<file path="src/rtl/fre_pkg.sv">
`default_nettype none

package fre_pkg;

   localparam int FRAME_BYTES_DEFAULT = 18;
   localparam int MAX_FRAMES_DEFAULT  = 4;

   localparam int QUEUE_DEPTH = 2;
   localparam int QPTR_W      = $clog2(QUEUE_DEPTH);
   localparam int QCNT_W      = $clog2(QUEUE_DEPTH + 1);

   localparam int ADDR_W   = 7;
   localparam int OFFSET_W = 5;

   localparam logic [6:0] LENGTH_MAX = 7'd127;

   typedef enum logic [1:0] {
      STATUS_OK        = 2'd0,
      STATUS_BAD_INDEX = 2'd1,
      STATUS_TOO_LONG  = 2'd2,
      STATUS_OUTSIDE   = 2'd3
   } status_type;

   typedef struct packed {
      logic              header;
      logic              last;
      logic              bad_index;
      logic [1:0]        seq;
      logic [2:0]        count;
      logic [2:0]        index;
      logic [ADDR_W-1:0] base;
      logic [7:0]        data;
      logic [15:0]       handle;
   } item_type;

endpackage

`default_nettype wire

</file>
<file path="src/rtl/fre_front.sv">
`default_nettype none

module fre_front #(
   parameter int FRAME_BYTES = fre_pkg::FRAME_BYTES_DEFAULT,
   parameter int MAX_FRAMES  = fre_pkg::MAX_FRAMES_DEFAULT
) (
   input  wire logic             clock,
   input  wire logic             reset,
   input  wire logic             req_valid,
   output logic                  req_ready,
   input  wire logic [7:0]       req_data_byte,
   input  wire logic             req_first_byte,
   input  wire logic             req_last_byte,
   input  wire logic [15:0]      req_link_handle,
   output logic                  head_valid,
   output fre_pkg::item_type     head_item,
   input  wire logic             head_pop
);

   fre_pkg::item_type                 queue_ff [fre_pkg::QUEUE_DEPTH];
   logic [fre_pkg::QPTR_W-1:0]        wr_ptr_ff, wr_ptr_in;
   logic [fre_pkg::QPTR_W-1:0]        rd_ptr_ff, rd_ptr_in;
   logic [fre_pkg::QCNT_W-1:0]        count_ff, count_in;
   fre_pkg::item_type                 item;
   logic                              push;
   logic                              pop;

   always_comb begin
      item.header    = req_first_byte;
      item.last      = req_last_byte;
      item.seq       = req_data_byte[7:6];
      item.count     = req_data_byte[5:3];
      item.index     = req_data_byte[2:0];
      item.bad_index = (req_data_byte[2:0] == 3'd0) ||
                       (req_data_byte[2:0] > 3'(MAX_FRAMES));
      item.base      = fre_pkg::ADDR_W'(({4'b0, req_data_byte[2:0]} - 7'd1) *
                                        7'(FRAME_BYTES));
      item.data      = req_data_byte;
      item.handle    = req_link_handle;
   end

   assign req_ready  = (count_ff != fre_pkg::QCNT_W'(fre_pkg::QUEUE_DEPTH));
   assign push       = req_valid && req_ready;
   assign head_valid = (count_ff != '0);
   assign pop        = head_pop && head_valid;
   assign head_item  = queue_ff[rd_ptr_ff];

   always_comb begin
      wr_ptr_in = push ? wr_ptr_ff + 1'b1 : wr_ptr_ff;
      rd_ptr_in = pop ? rd_ptr_ff + 1'b1 : rd_ptr_ff;
      count_in  = count_ff;
      if (push && !pop) begin
         count_in = count_ff + 1'b1;
      end else if (pop && !push) begin
         count_in = count_ff - 1'b1;
      end
   end

   always_ff @(posedge clock) begin
      if (push) begin
         queue_ff[wr_ptr_ff] <= item;
      end
   end

   always_ff @(posedge clock) begin
      if (reset) begin
         wr_ptr_ff <= '0;
         rd_ptr_ff <= '0;
         count_ff  <= '0;
      end else begin
         wr_ptr_ff <= wr_ptr_in;
         rd_ptr_ff <= rd_ptr_in;
         count_ff  <= count_in;
      end
   end

`ifndef SYNTHESIS
   a_count_bound: assert property (@(posedge clock) disable iff (reset)
      count_ff <= fre_pkg::QCNT_W'(fre_pkg::QUEUE_DEPTH))
      else $error("Queue count exceeds its depth.");

   a_ptr_agree: assert property (@(posedge clock) disable iff (reset)
      (count_ff == '0) |-> (wr_ptr_ff == rd_ptr_ff))
      else $error("Empty queue has unequal pointers.");
`endif

endmodule

`default_nettype wire

</file>
<file path="src/rtl/fre_back.sv">
`default_nettype none

module fre_back #(
   parameter int FRAME_BYTES = fre_pkg::FRAME_BYTES_DEFAULT,
   parameter int MAX_FRAMES  = fre_pkg::MAX_FRAMES_DEFAULT
) (
   input  wire logic             clock,
   input  wire logic             reset,
   input  wire logic             head_valid,
   input  wire fre_pkg::item_type head_item,
   output logic                  head_pop,
   output logic                  rsp_valid,
   input  wire logic             rsp_ready,
   output logic                  rsp_write_valid,
   output logic [6:0]            rsp_write_addr,
   output logic [7:0]            rsp_write_data,
   output logic                  rsp_packet_done,
   output logic [6:0]            rsp_packet_length,
   output logic [15:0]           rsp_done_handle,
   output logic [1:0]            rsp_status
);

   logic [1:0]                      seq_ff, seq_in;
   logic [2:0]                      expected_ff, expected_in;
   logic [2:0]                      received_ff, received_in;
   logic [MAX_FRAMES-1:0]           mask_ff, mask_in;
   logic [6:0]                      length_ff, length_in;
   logic [fre_pkg::ADDR_W-1:0]      base_ff, base_in;
   logic [fre_pkg::OFFSET_W-1:0]    offset_ff, offset_in;
   logic                            open_ff, open_in;
   logic                            accepted_ff, accepted_in;

   logic                            out_valid_ff;
   logic                            wvalid_ff, wvalid_in;
   logic [6:0]                      waddr_ff, waddr_in;
   logic [7:0]                      wdata_ff, wdata_in;
   logic                            done_ff, done_in;
   logic [6:0]                      plen_ff, plen_in;
   logic [15:0]                     dhandle_ff, dhandle_in;
   fre_pkg::status_type             status_ff, status_in;

   logic                            new_seq;
   logic                            end_frame;
   logic [MAX_FRAMES-1:0]           frame_bit;

   assign head_pop = head_valid && (!out_valid_ff || rsp_ready);

   always_comb begin
      seq_in      = seq_ff;
      expected_in = expected_ff;
      received_in = received_ff;
      mask_in     = mask_ff;
      length_in   = length_ff;
      base_in     = base_ff;
      offset_in   = offset_ff;
      open_in     = open_ff;
      accepted_in = accepted_ff;
      wvalid_in   = 1'b0;
      waddr_in    = '0;
      wdata_in    = '0;
      done_in     = 1'b0;
      plen_in     = '0;
      dhandle_in  = '0;
      status_in   = fre_pkg::STATUS_OK;
      new_seq     = head_item.header &&
                    ((head_item.seq != seq_ff) || (received_ff == 3'd0));
      frame_bit   = MAX_FRAMES'(1) << (head_item.index - 3'd1);
      end_frame   = head_item.last && (head_item.header || open_ff);

      if (head_item.header) begin
         if (new_seq) begin
            seq_in      = head_item.seq;
            expected_in = head_item.count;
            length_in   = '0;
            received_in = '0;
            mask_in     = '0;
         end
         open_in     = 1'b1;
         accepted_in = 1'b0;
         offset_in   = '0;
         base_in     = '0;
         if (head_item.bad_index) begin
            status_in = fre_pkg::STATUS_BAD_INDEX;
         end else if ((mask_in & frame_bit) == '0) begin
            mask_in     = mask_in | frame_bit;
            received_in = received_in + 3'd1;
            base_in     = head_item.base;
            accepted_in = 1'b1;
         end
      end else if (!open_ff) begin
         status_in = fre_pkg::STATUS_OUTSIDE;
      end else if (offset_ff >= fre_pkg::OFFSET_W'(FRAME_BYTES)) begin
         status_in = fre_pkg::STATUS_TOO_LONG;
      end else begin
         if (accepted_ff) begin
            wvalid_in = 1'b1;
            waddr_in  = base_ff + {2'b00, offset_ff};
            wdata_in  = head_item.data;
            if (length_ff != fre_pkg::LENGTH_MAX) begin
               length_in = length_ff + 7'd1;
            end
         end
         offset_in = offset_ff + 1'b1;
      end

      if (end_frame) begin
         open_in     = 1'b0;
         accepted_in = 1'b0;
         if ((received_in != 3'd0) && (received_in == expected_in)) begin
            done_in     = 1'b1;
            plen_in     = length_in;
            dhandle_in  = head_item.handle;
            received_in = '0;
         end
      end
   end

   always_ff @(posedge clock) begin
      if (reset) begin
         seq_ff       <= '0;
         expected_ff  <= '0;
         received_ff  <= '0;
         mask_ff      <= '0;
         length_ff    <= '0;
         base_ff      <= '0;
         offset_ff    <= '0;
         open_ff      <= 1'b0;
         accepted_ff  <= 1'b0;
         out_valid_ff <= 1'b0;
      end else begin
         if (head_pop) begin
            seq_ff       <= seq_in;
            expected_ff  <= expected_in;
            received_ff  <= received_in;
            mask_ff      <= mask_in;
            length_ff    <= length_in;
            base_ff      <= base_in;
            offset_ff    <= offset_in;
            open_ff      <= open_in;
            accepted_ff  <= accepted_in;
            out_valid_ff <= 1'b1;
         end else if (rsp_ready) begin
            out_valid_ff <= 1'b0;
         end
      end
   end

   always_ff @(posedge clock) begin
      if (head_pop) begin
         wvalid_ff  <= wvalid_in;
         waddr_ff   <= waddr_in;
         wdata_ff   <= wdata_in;
         done_ff    <= done_in;
         plen_ff    <= plen_in;
         dhandle_ff <= dhandle_in;
         status_ff  <= status_in;
      end
   end

   assign rsp_valid         = out_valid_ff;
   assign rsp_write_valid   = wvalid_ff;
   assign rsp_write_addr    = waddr_ff;
   assign rsp_write_data    = wdata_ff;
   assign rsp_packet_done   = done_ff;
   assign rsp_packet_length = plen_ff;
   assign rsp_done_handle   = dhandle_ff;
   assign rsp_status        = status_ff;

`ifndef SYNTHESIS
   a_count_vs_mask: assert property (@(posedge clock) disable iff (reset)
      32'(received_ff) <= $countones(mask_ff))
      else $error("Received count exceeds the frames marked in the bitmap.");

   a_accept_open: assert property (@(posedge clock) disable iff (reset)
      accepted_ff |-> open_ff)
      else $error("Frame accepted while no frame is open.");

   a_offset_bound: assert property (@(posedge clock) disable iff (reset)
      offset_ff <= fre_pkg::OFFSET_W'(FRAME_BYTES))
      else $error("Byte offset ran past the frame size.");

   a_write_accepted: assert property (@(posedge clock) disable iff (reset)
      head_pop && wvalid_in |-> accepted_ff && !head_item.header)
      else $error("Write issued for a frame that was not accepted.");
`endif

endmodule

`default_nettype wire

</file>
<file path="src/rtl/fragment_reassembly_engine_top.sv">
`default_nettype none

// Reassembles link frames that arrive one byte per word into a packet buffer.
// Each accepted input word yields exactly one result word: a buffer write for
// a payload byte of a new frame, a completion report with the total length and
// connection handle when the last frame of a sequence ends, and a status code.
// The block sustains one word per clock while the result side is not stalled; a
// result passes through the queue and the output registers before it is presented,
// and is held until the result side takes it. A two-entry queue separates header
// decoding from the state update, so that the input side keeps accepting up to two
// more words while a finished result waits to be taken.

module fragment_reassembly_engine_top #(
   parameter int FRAME_BYTES = fre_pkg::FRAME_BYTES_DEFAULT,
   parameter int MAX_FRAMES  = fre_pkg::MAX_FRAMES_DEFAULT
) (
   input  wire logic        clock,
   input  wire logic        reset,
   input  wire logic        req_valid,
   output logic             req_ready,
   input  wire logic [7:0]  req_data_byte,
   input  wire logic        req_first_byte,
   input  wire logic        req_last_byte,
   input  wire logic [15:0] req_link_handle,
   output logic             rsp_valid,
   input  wire logic        rsp_ready,
   output logic             rsp_write_valid,
   output logic [6:0]       rsp_write_addr,
   output logic [7:0]       rsp_write_data,
   output logic             rsp_packet_done,
   output logic [6:0]       rsp_packet_length,
   output logic [15:0]      rsp_done_handle,
   output logic [1:0]       rsp_status
);

   logic              head_valid;
   logic              head_pop;
   fre_pkg::item_type head_item;

   fre_front #(
      .FRAME_BYTES (FRAME_BYTES),
      .MAX_FRAMES  (MAX_FRAMES)
   ) u_front (
      .clock           (clock),
      .reset           (reset),
      .req_valid       (req_valid),
      .req_ready       (req_ready),
      .req_data_byte   (req_data_byte),
      .req_first_byte  (req_first_byte),
      .req_last_byte   (req_last_byte),
      .req_link_handle (req_link_handle),
      .head_valid      (head_valid),
      .head_item       (head_item),
      .head_pop        (head_pop)
   );

   fre_back #(
      .FRAME_BYTES (FRAME_BYTES),
      .MAX_FRAMES  (MAX_FRAMES)
   ) u_back (
      .clock             (clock),
      .reset             (reset),
      .head_valid        (head_valid),
      .head_item         (head_item),
      .head_pop          (head_pop),
      .rsp_valid         (rsp_valid),
      .rsp_ready         (rsp_ready),
      .rsp_write_valid   (rsp_write_valid),
      .rsp_write_addr    (rsp_write_addr),
      .rsp_write_data    (rsp_write_data),
      .rsp_packet_done   (rsp_packet_done),
      .rsp_packet_length (rsp_packet_length),
      .rsp_done_handle   (rsp_done_handle),
      .rsp_status        (rsp_status)
   );

endmodule

`default_nettype wire

</file>
<file path="config.mk">
export PLATFORM = sky130hd
export DESIGN_NAME = fragment_reassembly_engine_top
export DESIGN_NICKNAME = d
export VERILOG_FILES = /design/src/rtl/fre_pkg.sv /design/src/rtl/fre_front.sv /design/src/rtl/fre_back.sv /design/src/rtl/fragment_reassembly_engine_top.sv
export SDC_FILE = /design/constraint.sdc
export NUM_CORES = 1
export LEC_CHECK = 0
export BUFFER_PORTS_ARGS = -buffer_cell sky130_fd_sc_hd__buf_2
export CORE_ASPECT_RATIO = 0.5
export CORE_MARGIN = 2
export CORE_UTILIZATION = 62
export CTS_BUF_LIST = sky130_fd_sc_hd__clkbuf_4 sky130_fd_sc_hd__clkbuf_8 sky130_fd_sc_hd__clkbuf_16
export CTS_CLUSTER_DIAMETER = 50
export CTS_CLUSTER_SIZE = 10
export DETAILED_ROUTE_END_ITERATION = 12
export HOLD_SLACK_MARGIN = 0.12
export PLACE_DENSITY = 0.81
export SLEW_MARGIN = 20
export SYNTH_ARGS = -nofsm -noshare
export SYNTH_HDL_FRONTEND = slang
export SYNTH_HIERARCHICAL = 1
export SYNTH_SLANG_ARGS = --single-unit
</file>
<file path="constraint.sdc">
create_clock -name clock -period 7.9 [get_ports clock]
set_input_delay 1.185 -clock clock [delete_from_list [all_inputs] [get_ports clock]]
set_output_delay 1.185 -clock clock [all_outputs]
set_load 0.02 [all_outputs]
</file>
==> results.sh <==
export IMPL_place_ws_ns=2.692
export IMPL_crit_end="u_back/rsp_packet_length[5]"
export IMPL_start_util=0.6529
export IMPL_post_cts_buffers=0
export IMPL_num_rows=25
export IMPL_maxCapViolations=0
export IMPL_h_tree_depth=4
export IMPL_synth_top_area_frac=0.5044
export IMPL_routedWlPerCell_um=17.13
export IMPL_detail_route_antenna_nets=0
export IMPL_report_final_slew_viol_count=0
export IMPL_p_int_uw=1762
export IMPL_grtUsageMet2=0.3719
export IMPL_yosys_top_cells_count="edfxtp_1, dfxtp_1, and2_1, nor2_1, mux2_2"
export IMPL_ir_drop_mv=0.2006
export IMPL_use_met1=0.2974
export IMPL_ioPinCount=74
export IMPL_rrSetupSlack_ns=2.63
export IMPL_synthFlopType="edfxtp_1"
export IMPL_cts_buffer_depth=2
export IMPL_netlist_instances=475
export IMPL_clk_latency_ns=0.41
export IMPL_yosys_top_cells_area="edfxtp_1, dfxtp_1, mux2_2, and2_1, ha_1"
export IMPL_cp_required_ns=8.17
export IMPL_end_kind="flip-flop"
export IMPL_antenna_cells=0
export IMPL_hold_violations=0
export IMPL_cts_hold_buf=0
export IMPL_antenna_found_initial=0
export IMPL_slew_headroom=0.3708
export IMPL_worstHoldStart="u_back/accepted_ff"
export IMPL_port_buffers=73
export IMPL_cts_buffers=17
export IMPL_skew_ns=0.004885
export IMPL_cts_resized=0
export IMPL_cts_sinks=145
export IMPL_synth_edf_count=106
export IMPL_grt_max_degree=39
export IMPL_synth_area_leader_cell="edfxtp_1"
export IMPL_async_flop_share=0
export IMPL_ys_ff_latch=145
export IMPL_reg2reg_depth=13
export IMPL_viasPerCell=5.725
export IMPL_die_w_um=146.7
export IMPL_syn2layout_area_growth_pct=16.06
export IMPL_max_freq_mhz=189.8
export IMPL_die_y_um=75.34
export IMPL_crit_type="flip-flop to flip-flop"
export IMPL_grt_use_total=0.2292
export IMPL_yosysWarningCount=6
export IMPL_ys_types=64
export IMPL_first_pass_iters=5
export IMPL_p_sw_uw=880.7
export IMPL_synth_seq_area_share=0.6281
export IMPL_tritoncts="yes"
export IMPL_grt_pass1_wl_um=18660
export IMPL_fin_tns_setup_ns=0
export IMPL_status="complete, no violations"
export IMPL_finalWorstSetupSlack_ns=2.632
export IMPL_gr_total_overflow=0
export IMPL_power_density_mw_per_mm2=360.9
export IMPL_cp_start_kind="flip-flop"
export IMPL_grt_pass1_vias=3767
export IMPL_cp_arrival_ns=5.54
export IMPL_synth_most_common_cell="edfxtp_1"
export IMPL_rsz0062_at_grt="no"
export IMPL_cts_root_buffer="clkbuf_16"
export IMPL_gr_usage_met3=0.06347
export IMPL_finalSetupViolCount=0
export IMPL_p_leak_uw=0.002793
export IMPL_timing_rr_end="u_back/rsp_packet_length[5]"
export IMPL_vias=3956
export IMPL_post_dp_hpwl_um=7456
export IMPL_gp_congestion=0.8636
export IMPL_core_area_mm2=0.009666
export IMPL_fin_crit_ns=5.268
export IMPL_path_clk_slew_ns=0.06
export IMPL_layout_drive_gt1_share=0.2752
export IMPL_dieArea_mm2=0.01105
export IMPL_hold_class="flip-flop to flip-flop"
export IMPL_clkPwrFrac=0.306
export IMPL_tightest_slew_ns=0.9407
export IMPL_power_frac_seq=0.417
export IMPL_final_nets=587
export IMPL_netlist_area_mm2=0.006311
export IMPL_drt_initial_drc_count=339
export IMPL_comb_power_share=0.277
export IMPL_top_usage_layer="met2"
export IMPL_synth_nets=519
export IMPL_avgSynthCellArea_um2=13.29
export IMPL_drt_wl_total_um=11840
export IMPL_total_power_uw=2643
export IMPL_drc=0
export IMPL_swShare=0.3332
export IMPL_critical_path_peak_fanout=24
export IMPL_fin_crit_sh=0.6668
-- final cells by class --
class / instances / area (um2)
inverters: 13 / 48.80
flip-flops and latches: 145 / 3964
clock inverters: 14 / 176.4
fillers: 581 / 2341
well taps: 135 / 168.9
multi-input cells: 289 / 2138
repair buffers: 77 / 395.4
clock buffers: 18 / 432.9
-- layer usage --
metal | vias up | wire length (um)
met5 | - | 0
met4 | 0 | 266
met2 | 174 | 5418
met3 | 33 | 824
li1 | 1887 | -
met1 | 1862 | 5328
-- how the worst min path moves through the flow --
stage / cells past startpoint / slack (ns) / end
final: 2 / 0.48 / u_back/accepted_ff
after global routing: 2 / 0.50 / u_back/accepted_ff
after CTS: 2 / 0.48 / u_back/accepted_ff
after detailed placement: 2 / 0.45 / u_back/mask_ff[1]
after global placement: 2 / 0.43 / u_back/mask_ff[1]
after floorplan: 2 / 0.42 / u_back/mask_ff[1]
-- stage by stage --
step                      std cells  cell area, um2    util  hold slack, ns
after floorplan                 475            6311       -          0.4179
after global placement          659            6715  0.6948          0.4270
after detailed placement        659            6715  0.6948          0.4477
after CTS                       691            7325  0.7578          0.4796
after global routing            691            7325  0.7578          0.4973
final                           691            7325  0.7578          0.4811
-- power groups by stage --
stage	clock network (uW)	registers (uW)	logic, uW
2_1_floorplan	0	1230	430
3_3_place_gp	0	1110	710
3_5_place_dp	0	1110	725
4_1_cts	822	1100	733
5_1_grt	852	1120	789
6_report	808	1100	733
-- worst max-delay path, stage by stage, from the launching register on --
cell and delay, ns:
dfxtp_1 0.81, buf_4 0.39, mux2_2 0.41, xor2_2 0.20, o31ai_4 0.74, and2_1 0.23
ha_1 0.18, inv_1 0.05, o22ai_1 0.17, o41ai_2 0.10, a211oi_1 0.51, nand2_1 0.19
a211oi_4 0.84, o2111a_1 0.31
-- kinds of logic (layout without fill, tap and decap cells) --
logic type                 after synthesis  in the layout  synth area share
AOI/OAI and AO/OA                       76             76           0.08962
and+or+nand+nor                        136            136            0.1140
other                                    1              1         0.0005942
xor gates and xnor gates                16             16           0.02577
adders and majority gates               14             14           0.02895
DFF                                    145            145            0.6281
buffers and inverters                   41            122           0.03311
muxes                                   46             46           0.07990
-- cell usage in the layout (no fill, tap or decap), types with 2 or more instances in the layout --
cell       instances
a32o_1             2
or3_1              2
mux2i_1           11
a21oi_1           20
nand4_1            3
a21o_1             6
inv_1             12
nand2_1           20
mux2_2            32
nand2b_1           3
a22oi_1            2
dfxtp_1           39
a211oi_1           3
and2_1            33
o2111a_1           2
and3_1             5
nor2_1            33
xor2_1             5
a22o_1             7
edfxtp_1         106
o21ai_0           13
nand3_1            7
xor2_2             2
xnor2_1            8
inv_6              3
clkinv_4           5
a32oi_1            3
mux2_1             3
a31oi_1            2
ha_1              13
buf_4              4
clkbuf_16         17
inv_8              2
nand3b_1           4
o311ai_1           2
buf_2             73
nor3_1             8
nor2b_1            9
bufinv_16          2
-- flip-flops by register name (all words and copies together), names as in the netlist, 3 cells and up, named ones only --
register and count:
u_back/rsp_write_data 8, u_back/rsp_done_handle 16, u_back/base_ff 7, u_back/length_ff 7, u_front/queue_ff 64, u_back/rsp_packet_length 7, u_back/expected_ff 3, u_back/offset_ff 5
u_back/rsp_write_addr 7, u_back/received_ff 3, u_back/mask_ff 4
No activity file was read; power rests on OpenSTA's default activity.
